**config.mk**
```make
export PLATFORM = sky130hd
export DESIGN_NAME = wheel_command_frame_builder
export DESIGN_NICKNAME = d
export VERILOG_FILES = /design/src/rtl/core/wcfb_pkg.sv /design/src/rtl/core/wcfb_csr.sv /design/src/rtl/core/wcfb_crc.sv /design/src/rtl/core/wcfb_serializer.sv /design/src/rtl/core/wheel_command_frame_builder.sv
export SDC_FILE = /design/constraint.sdc
export NUM_CORES = 1
export LEC_CHECK = 0
export ABC_AREA = 1
export BUFFER_PORTS_ARGS = -buffer_cell sky130_fd_sc_hd__buf_2
export CAP_MARGIN = 20
export CORE_ASPECT_RATIO = 2
export CORE_MARGIN = 5
export CORE_UTILIZATION = 49
export CTS_CLUSTER_SIZE = 8
export DETAILED_ROUTE_END_ITERATION = 8
export PLACE_DENSITY = 0.75
export SLEW_MARGIN = 20
export SYNTH_ARGS = -nofsm -noshare
export SYNTH_HDL_FRONTEND = slang
export SYNTH_HIERARCHICAL = 1
export SYNTH_SLANG_ARGS = --single-unit
```
**constraint.sdc**
```tcl
create_clock -name clock -period 8.6 [get_ports clock]
set_clock_uncertainty 0.05 [all_clocks]
set_input_delay 1.72 -clock clock [delete_from_list [all_inputs] [get_ports clock]]
set_output_delay 1.72 -clock clock [all_outputs]
set_load 0.01 [all_outputs]
```
**src/rtl/core/wcfb_pkg.sv**
```systemverilog
// Shared types, constants and the CRC byte update for the wheel command frame builder.
package wcfb_pkg;

   localparam int FRAME_BYTES = 28;
   localparam int POS_W = $clog2(FRAME_BYTES);
   localparam int CSR_ADDR_W = 3;
   localparam int CSR_DATA_W = 32;

   localparam logic [POS_W-1:0] FIRST_POS = POS_W'(0);
   localparam logic [POS_W-1:0] LAST_POS = POS_W'(FRAME_BYTES - 1);
   localparam logic [POS_W-1:0] CRC_FIRST_POS = POS_W'(1);
   localparam logic [POS_W-1:0] CRC_LAST_POS = POS_W'(23);

   localparam logic [7:0] HEADER_BYTE = 8'hAA;
   localparam logic [7:0] DATA_LEN = 8'd22;
   localparam logic [15:0] CRC_POLY = 16'h8005;
   localparam logic [15:0] CRC_INIT = 16'hFFFF;

   localparam logic CSR_IDX_GROUP = 1'b0;
   localparam logic CSR_IDX_ROBOT = 1'b1;

   typedef struct packed {
      logic signed [15:0] left_speed;
      logic signed [15:0] right_speed;
      logic [15:0]        mode_word;
      logic [7:0]         command_code;
      logic [31:0]        odo_x_bits;
      logic [31:0]        odo_y_bits;
      logic [31:0]        odo_heading_bits;
   } req_payload_type;

   typedef struct packed {
      logic [7:0]       frame_byte;
      logic [POS_W-1:0] byte_position;
      logic             frame_last;
   } rsp_payload_type;

   typedef struct packed {
      logic       clear;
      logic       update;
      logic [7:0] data;
   } crc_ctrl_type;

   function automatic logic [15:0] crc16_byte_update(input logic [15:0] crc_value,
                                                     input logic [7:0] data_byte);
      logic [15:0] acc;
      acc = crc_value ^ {data_byte, 8'h00};
      for (int i = 0; i < 8; i++) begin
         if (acc[15]) begin
            acc = {acc[14:0], 1'b0} ^ CRC_POLY;
         end else begin
            acc = {acc[14:0], 1'b0};
         end
      end
      return acc;
   endfunction

endpackage

```
**src/rtl/core/wcfb_csr.sv**
```systemverilog
// Configuration registers for the group and robot numbers behind an APB-style port.
module wcfb_csr
   import wcfb_pkg::*;
(
   input  logic                  clock,
   input  logic                  reset,
   input  logic                  csr_psel,
   input  logic                  csr_penable,
   input  logic                  csr_pwrite,
   input  logic [CSR_ADDR_W-1:0] csr_paddr,
   input  logic [CSR_DATA_W-1:0] csr_pwdata,
   output logic [CSR_DATA_W-1:0] csr_prdata,
   output logic                  csr_pready,
   output logic [7:0]            group_id,
   output logic [15:0]           robot_id
);

   logic [7:0]  group_id_ff;
   logic [7:0]  group_id_in;
   logic [15:0] robot_id_ff;
   logic [15:0] robot_id_in;
   logic        write_en;

   assign csr_pready = 1'b1;
   assign write_en = csr_psel && csr_penable && csr_pwrite;

   always_comb begin
      group_id_in = group_id_ff;
      robot_id_in = robot_id_ff;
      if (write_en) begin
         case (csr_paddr[2])
            CSR_IDX_GROUP: group_id_in = csr_pwdata[7:0];
            CSR_IDX_ROBOT: robot_id_in = csr_pwdata[15:0];
            default: begin
               group_id_in = group_id_ff;
               robot_id_in = robot_id_ff;
            end
         endcase
      end
   end

   always_ff @(posedge clock) begin
      if (reset) begin
         group_id_ff <= '0;
         robot_id_ff <= '0;
      end else begin
         group_id_ff <= group_id_in;
         robot_id_ff <= robot_id_in;
      end
   end

   always_comb begin
      case (csr_paddr[2])
         CSR_IDX_GROUP: csr_prdata = {{(CSR_DATA_W-8){1'b0}}, group_id_ff};
         CSR_IDX_ROBOT: csr_prdata = {{(CSR_DATA_W-16){1'b0}}, robot_id_ff};
         default:       csr_prdata = '0;
      endcase
   end

   assign group_id = group_id_ff;
   assign robot_id = robot_id_ff;

endmodule

```
**src/rtl/core/wcfb_crc.sv**
```systemverilog
// Running CRC-16 register, advanced by one frame byte per cycle while its update input is set.
module wcfb_crc
   import wcfb_pkg::*;
(
   input  logic         clock,
   input  logic         reset,
   input  crc_ctrl_type crc_ctrl,
   output logic [15:0]  crc_value
);

   logic [15:0] crc_ff;
   logic [15:0] crc_in;

   always_comb begin
      crc_in = crc_ff;
      if (crc_ctrl.clear) begin
         crc_in = CRC_INIT;
      end else if (crc_ctrl.update) begin
         crc_in = crc16_byte_update(crc_ff, crc_ctrl.data);
      end
   end

   always_ff @(posedge clock) begin
      if (reset) begin
         crc_ff <= CRC_INIT;
      end else begin
         crc_ff <= crc_in;
      end
   end

   assign crc_value = crc_ff;

endmodule

```
**src/rtl/core/wcfb_serializer.sv**
```systemverilog
// Command holding register, byte counter, frame byte selection and output register.
module wcfb_serializer
   import wcfb_pkg::*;
(
   input  logic            clock,
   input  logic            reset,
   input  logic            req_valid,
   output logic            req_ready,
   input  req_payload_type req_payload,
   output logic            rsp_valid,
   input  logic            rsp_ready,
   output rsp_payload_type rsp_payload,
   input  logic [7:0]      group_id,
   input  logic [15:0]     robot_id,
   input  logic [15:0]     crc_value,
   output crc_ctrl_type    crc_ctrl
);

   req_payload_type             item_ff;
   logic                        item_valid_ff;
   logic                        item_valid_in;
   logic [POS_W-1:0]            pos_ff;
   logic [POS_W-1:0]            pos_in;
   rsp_payload_type             rsp_ff;
   rsp_payload_type             rsp_in;
   logic                        rsp_valid_ff;
   logic                        rsp_valid_in;
   logic                        advance;
   logic                        at_last;
   logic                        req_take;
   logic [FRAME_BYTES-1:0][7:0] frame;

   assign advance = item_valid_ff && (!rsp_valid_ff || rsp_ready);
   assign at_last = (pos_ff == LAST_POS);
   assign req_ready = !item_valid_ff || (advance && at_last);
   assign req_take = req_valid && req_ready;

   always_comb begin
      frame = '0;
      frame[0] = HEADER_BYTE;
      frame[1] = DATA_LEN;
      frame[2] = group_id;
      frame[3] = item_ff.command_code;
      frame[5:4] = robot_id;
      frame[7:6] = item_ff.mode_word;
      frame[9:8] = item_ff.left_speed;
      frame[11:10] = item_ff.right_speed;
      frame[15:12] = item_ff.odo_x_bits;
      frame[19:16] = item_ff.odo_y_bits;
      frame[23:20] = item_ff.odo_heading_bits;
      frame[24] = crc_value[15:8];
      frame[25] = crc_value[7:0];
   end

   assign crc_ctrl.clear = advance && (pos_ff == FIRST_POS);
   assign crc_ctrl.update = advance && (pos_ff inside {[CRC_FIRST_POS:CRC_LAST_POS]});
   assign crc_ctrl.data = frame[pos_ff];

   always_comb begin
      item_valid_in = item_valid_ff;
      pos_in = pos_ff;
      if (advance) begin
         pos_in = at_last ? FIRST_POS : pos_ff + POS_W'(1);
         if (at_last) begin
            item_valid_in = 1'b0;
         end
      end
      if (req_take) begin
         item_valid_in = 1'b1;
      end
   end

   always_comb begin
      rsp_in = rsp_ff;
      rsp_valid_in = rsp_valid_ff;
      if (advance) begin
         rsp_in.frame_byte = frame[pos_ff];
         rsp_in.byte_position = pos_ff;
         rsp_in.frame_last = at_last;
         rsp_valid_in = 1'b1;
      end else if (rsp_ready) begin
         rsp_valid_in = 1'b0;
      end
   end

   always_ff @(posedge clock) begin
      if (reset) begin
         item_valid_ff <= 1'b0;
         pos_ff <= FIRST_POS;
         rsp_valid_ff <= 1'b0;
      end else begin
         item_valid_ff <= item_valid_in;
         pos_ff <= pos_in;
         rsp_valid_ff <= rsp_valid_in;
      end
   end

   always_ff @(posedge clock) begin
      if (req_take) begin
         item_ff <= req_payload;
      end
      rsp_ff <= rsp_in;
   end

   assign rsp_valid = rsp_valid_ff;
   assign rsp_payload = rsp_ff;

`ifndef NO_ASSERTIONS
   a_last_flag_matches_position: assert property (@(posedge clock) disable iff (reset)
      rsp_valid_ff |-> (rsp_ff.frame_last == (rsp_ff.byte_position == LAST_POS)))
      else $error("frame_last disagrees with byte_position");

   a_header_first: assert property (@(posedge clock) disable iff (reset)
      (rsp_valid_ff && rsp_ff.byte_position == FIRST_POS) |-> rsp_ff.frame_byte == HEADER_BYTE)
      else $error("frame does not open with the header byte");

   a_position_steps: assert property (@(posedge clock) disable iff (reset)
      (advance && !at_last) |=> pos_ff == $past(pos_ff) + POS_W'(1))
      else $error("byte position skipped or repeated");

   a_crc_starts_fresh: assert property (@(posedge clock) disable iff (reset)
      crc_ctrl.clear |=> crc_value == CRC_INIT)
      else $error("CRC not at its initial value at the start of a frame");
`endif

endmodule

```
**src/rtl/core/wheel_command_frame_builder.sv**
```systemverilog
// The header byte of a command passes through the command holding register and then the output register to rsp.
// Frames leave at one frame byte per cycle while rsp_ready does not stall the output, 28 bytes per command.
// The next command beat is taken in the cycle the last byte of the frame enters the output register.
// The CRC is advanced by one byte per cycle as bytes 1 to 23 leave the holding register.
// Reset is synchronous and active high; it empties the block and clears both identifiers to zero.
module wheel_command_frame_builder
   import wcfb_pkg::*;
(
   input  logic                  clock,
   input  logic                  reset,
   input  logic                  req_valid,
   output logic                  req_ready,
   input  req_payload_type       req_payload,
   output logic                  rsp_valid,
   input  logic                  rsp_ready,
   output rsp_payload_type       rsp_payload,
   input  logic                  csr_psel,
   input  logic                  csr_penable,
   input  logic                  csr_pwrite,
   input  logic [CSR_ADDR_W-1:0] csr_paddr,
   input  logic [CSR_DATA_W-1:0] csr_pwdata,
   output logic [CSR_DATA_W-1:0] csr_prdata,
   output logic                  csr_pready
);

   logic [7:0]   group_id;
   logic [15:0]  robot_id;
   logic [15:0]  crc_value;
   crc_ctrl_type crc_ctrl;

   wcfb_csr u_csr (
      .clock       (clock),
      .reset       (reset),
      .csr_psel    (csr_psel),
      .csr_penable (csr_penable),
      .csr_pwrite  (csr_pwrite),
      .csr_paddr   (csr_paddr),
      .csr_pwdata  (csr_pwdata),
      .csr_prdata  (csr_prdata),
      .csr_pready  (csr_pready),
      .group_id    (group_id),
      .robot_id    (robot_id)
   );

   wcfb_crc u_crc (
      .clock     (clock),
      .reset     (reset),
      .crc_ctrl  (crc_ctrl),
      .crc_value (crc_value)
   );

   wcfb_serializer u_serializer (
      .clock       (clock),
      .reset       (reset),
      .req_valid   (req_valid),
      .req_ready   (req_ready),
      .req_payload (req_payload),
      .rsp_valid   (rsp_valid),
      .rsp_ready   (rsp_ready),
      .rsp_payload (rsp_payload),
      .group_id    (group_id),
      .robot_id    (robot_id),
      .crc_value   (crc_value),
      .crc_ctrl    (crc_ctrl)
   );

endmodule

```
======== Yosys cells after proc, flatten, opt, wreduce, memory -nomap -nowiden ========
Index checks and enable logic that the tools add are counted.
word-level totals
  register bits ........................... 213
  input port bits ......................... 194
  word-level logic and storage cells ...... 82
  output and inout port bits .............. 49
operators by class
  magnitude comparators ................... 3
  eq/ne operators ......................... 1
  bitwise logic cells ..................... 10
  multiplexer cells ....................... 31
  $add $sub $neg .......................... 1
  reduce and logical (&&, ||, !) cells .... 20
operators with widths
  cell                 number
  $mux 16              22
  $pmux 32 s2          1
  $bmux 8 s5           1
  $not 3->3            8
  $xor 16x16->16       1
  $logic_and 1x1->1    8
  $mux 8               1
  $lt 5x6->1 const B   1
  $reduce_and 2->1     3
  $reduce_bool 2->1    3
  $add 5x1->5 const B  1
  $eq 5x5->1 const B   1
  $ge 5x1->1 const B   1
  $le 5x5->1 const B   1
  $logic_not 5->1      1
  $mux 1               5
  $mux 5               1
  $logic_not 1->1      2
  $logic_or 1x1->1     2
  $reduce_or 2->1      1
  $not 1->1            1

======== Logic depth before layout (Yosys ltp) ========
  depth in word-level cells ............... 33
  mapped depth ............................ 25
  mapped depth without buffers ............ 23

======== Cells and area by module ========
The synthesis kept the hierarchy.
by module, submodules not included
  module           instances  area an instance (µm²)  cells an instance  sequential area each (µm²)
  wcfb_serializer  1          7900.1                  844                5124.9
  wcfb_csr         1          1378.8                  213                480.5
  wcfb_crc         1          948.4                   138                320.3

======== Least setup slack after synthesis ========
No wires, ideal clock.
  kind .................................... input to register
  from .................................... input port rsp_ready
  to ...................................... register u_serializer.item_ff (netlist bit u_serializer/frame[100]) (enable)
  stages on the path ...................... 6
  setup slack ............................. -629 ps
  buffers on the path ..................... 0
  required time ........................... 7884 ps
  arrival ................................. 8513 ps
  setup time .............................. 666 ps
  cell sequence ........................... inv_1 > nand2_1 > nand2_1 > o21ai_2 > inv_1 > nor2_1
on the way
  longest elaborated chain between the ends .. 5
RTL lines
  item                  line                               source
  from (decl)           wheel_command_frame_builder.sv:15  input logic rsp_ready,
  $logic_or 1x1->1      wcfb_serializer.sv:33              assign advance = item_valid_ff && (!rsp_valid_ff || rsp_ready);
  $logic_and 1x1->1     wcfb_serializer.sv:33
  $logic_and 1x1->1     wcfb_serializer.sv:35              assign req_ready = !item_valid_ff || (advance && at_last);
  $logic_or 1x1->1      wcfb_serializer.sv:35
  via req_ready         wheel_command_frame_builder.sv:12  output logic req_ready,
  $logic_and 1x1->1     wcfb_serializer.sv:36              assign req_take = req_valid && req_ready;
  to (signal assigned)  wcfb_serializer.sv:100             item_ff <= req_payload;
  to (decl)             wcfb_serializer.sv:19              req_payload_type item_ff;
The timed path passes the listed nets, and every way through them passes these cells.
A chain may end at the register's enable or synchronous reset.

======== Worst setup path in the final report ========
  from .................................... input port csr_paddr[2]
  to ...................................... output port csr_prdata[1]
on the way
  longest elaborated chain between the ends .. 2
RTL lines
  item                        line                               source
  from (decl)                 wheel_command_frame_builder.sv:20  input logic [CSR_ADDR_W-1:0] csr_paddr,
  $not 1->1 (no source line)  --
  $pmux 32 s2 (*)             wcfb_csr.sv:53                     case (csr_paddr[2])
  to (decl)                   wheel_command_frame_builder.sv:22  output logic [CSR_DATA_W-1:0] csr_prdata,
Every way passes the cells marked *; elsewhere a longest branch is shown, timed or not. The select of a mux whose other input is x is not followed.

==> summary.md <==
| Metric | Value |
|---|---|
| CTS Hold Bufs | `0` |
| IO Pins | `243` |
| Fin nets | `roughly 1600` |
| Final Hold Fails | `0` |
| Post-synth ARST share | `0%` |
| Worst path cell trace | `buf_2 > inv_4 > nand2_1 > nand2_1 > buf_2` |
| CTS root buffer | `clkbuf_16` |
| Initial antenna violation count | `2` |
| Place WS | `3.999 ns` |
| Critical path buffers and inverters | `3` |
| Worst rel slew slack | `45.34%` |
| Max VDD drop | `0.1903 mV` |
| Number of setup buffers added after CTS | `0` |
| Post-Route Setup TNS | `0 ns` |
| CP top delay family | `buffers and inverters` |
| Power Density | `215.7 nW/µm²` |
| Remaining DRCs | `0` |
| Synth Instances | `approximately 1200` |
| Critical-path top delay cell | `buf_2` |
| Final ANT Viol Nets | `0` |
| Core Util, Final | `59.37%` |
| Die area | `between 20000 and 25000 µm²` |
| Hold slack | `0.4321 ns` |
| P&R area growth vs syn | `18.79%` |
| Area contributors post-synth | `edfxtp_1 49%, nand2_1 18%, dfxtp_1 9.2%` |
| Yosys cell types | `39` |
| TritonCTS Buffers | `30` |
| First-pass DRT Iterations | `7` |
| CORE AREA | `20460 µm²` |
| DRC violation total after the first TritonRoute iteration | `414` |
| Status | `complete, no violations` |
| Area share of the largest cell type after synthesis | `48.74%` |
| Primary FF master, synth | `edfxtp_1` |
| Synthesis warning total | `6` |
| CTS tree | `yes` |
| Leakage power | `about 6 nW` |
| Most common cell in the netlist | `nand2_1` |
| Sequential area share after synthesis | `between 50 and 60%` |
| CP max stage delay | `0.51 ns` |
| Post-synth top cells | `486 x nand2_1, 166 x edfxtp_1, 137 x inv_1, 107 x nand3_1, 82 x nor2_1` |
| Worst skew pair latency | `0.54 ns` |
| Gr ovfl total | `0` |
| Reg clk slew, reported paths | `0.05 ns` |
| Die W | `112.2 µm` |
| Placement row count | `74` |
| Drt total wl | `26790 µm` |
| HPWL after DPL | `18750 µm` |
| Startpoint Class | `input port` |
| Area leader, netlist | `edfxtp_1` |
| DR vias | `between 8000 and 9000` |
| Layout cells sized above 1 | `about a fifth` |
| # resized after CTS | `0` |
| Max Root-Sink Buffers | `3` |
| Fmax | `around 0.22 GHz` |
| Non-filler cells, final | `1678` |
| Starting density of the core | `49.98%` |
| Worst hold path type | `reg2reg` |
| Critical path class | `in2out` |
| Largest net degree at the start of global routing | `approximately 140` |
| Period utilization | `53.39%` |
| Avg WL per Cell | `15.97 µm` |
| Synth Register Bits | `213` |
| # H-tree levels | `1` |
| Post-synth EDFFs | `166` |
| Worst path required time | `6.83 ns` |
| Kind of end point of the critical path | `primary output` |
| Drt via density | `between 4 and 5` |
| Final slew viol count | `0` |
| Avg Cell Area, Syn | `8.558 µm²` |
| Global-route wire length before repair | `between 40000 and 50000 µm` |
| RSZ-0062 raised after global routing | `false` |
| Crit path max fanout | `34` |
| Critical Path AT | `2.82 ns` |
| # placed instances | `about 1600` |
| # port buffers | `207` |
| Clock sinks | `~210` |
| Vias in the first global route | `8489` |
| Total Routing Usage GR | `21.88%` |
| MaxCap Viol Count | `0` |
| Mapped Area | `10230 µm²` |
| Final GP Congestion | `0.9030` |
| Setup ws final | `approximately 4 ns` |
| Slew @ Worst Pin | `0.8188 ns` |
| Setup-failing EPs final | `0` |
| Die Ht | `214.3 µm` |
| Crit path time final | `4.591 ns` |
-- worst register-to-register path, stage by stage (launching register included) --
cell,delay (ns)
dfxtp_4,0.51
inv_4,0.50
buf_4,0.60
nand2_1,0.11
nand2_1,0.08
nand2_1,0.06
nand2_1,0.11
nand2_1,0.06
nand2_1,0.13
nor2_1,0.08
nor2_1,0.29
nand2_1,0.10
nand2_1,0.16
nand2_2,0.10
nand2_2,0.10
nand2_1,0.08
nand3_1,0.10
nand3_1,0.10
nand3_1,0.14
nand3_1,0.12
nand3_1,0.13
nand3_1,0.08
nand3_1,0.07
nand2_1,0.05
-- kinds of logic after synthesis --
family / share of synthesized area [%]
AO/OA/AOI/OAI: 2.324
buffers and inverters: 9.873
other: 0.07343
flip-flops: 57.94
adder cells (fa/ha/maj): 0.3671
AND/OR/NAND/NOR: 28.68
XOR/XNOR: 0.7464
-- flip-flops by register name, summed over array words and instances (netlist names) --
name                        count
u_serializer/frame            152
u_crc/crc_value                16
u_csr/robot_id                 16
u_serializer/rsp_payload       14
u_csr/group_id                  8
u_serializer/pos_ff             5
u_serializer/item_valid_ff      1
u_serializer/rsp_valid          1
-- power breakdown --
part           internal, mW  total, mW  switching, mW
sequential             1.18       1.21         0.0297
clock                 0.666       1.08          0.411
combinational         0.111      0.335          0.224
total                  1.96       2.62          0.665
-- cell type report --
cell class / count / area (µm²)
diodes: 2 / 5.005
clock buffers: 55 / 865.8
flip-flops and latches: 213 / 5931
repair buffers: 213 / 1094
fillers: 1797 / 8313
multi-input cells: 780 / 3356
clock inverters: 1 / 5.005
well taps: 266 / 332.8
inverters: 148 / 560.5
-- final timing paths --
check | startpoint | to | slack (ns) | cells after the start
max reg2reg | u_serializer/pos_ff[0] | u_crc/crc_value[15] | 4.58 | 23
min | u_crc/crc_value[4] | u_crc/crc_value[12] | 0.43 | 2
max | csr_paddr[2] | csr_prdata[1] | 4.01 | 5
min reg2reg | u_crc/crc_value[4] | u_crc/crc_value[12] | 0.43 | 2
-- metal layers --
layer  GRT usage [%]  wire length, µm
met1           21.30             8698
met2           42.23            14930
met3           2.344             1409
met4           14.08             1757
met5               0                0
-- cell usage in the layout (no fill, tap or decap), types with 2 or more instances in the layout --
master,Yosys,layout
o21ai_0,12,12
ha_1,3,3
nor3_2,2,2
nand3_1,107,107
edfxtp_1,166,166
buf_2,23,207
nand3_2,3,3
inv_2,8,8
nor2_2,11,11
diode_2,0,2
nand2_2,4,4
clkbuf_1,7,24
nor4_1,2,2
nand2_1,486,486
nor2_4,4,5
o211ai_1,2,2
xnor2_1,2,2
nor2_1,82,81
inv_1,137,137
buf_4,30,5
inv_4,2,2
xor2_1,3,3
clkbuf_16,0,31
nand3b_1,2,2
dfxtp_1,47,45
conb_1,2,17
a21oi_1,28,28
-- per-stage QoR --
stage / power [mW] / cell area, µm²
after detailed placement: 1.560 / 11270
after CTS: 2.638 / 12140
after floorplan: 1.455 / 10290
after global placement: 1.552 / 11270
final: 2.621 / 12150
after global routing: 2.729 / 12150
No activity file was read; power rests on OpenSTA's default activity.
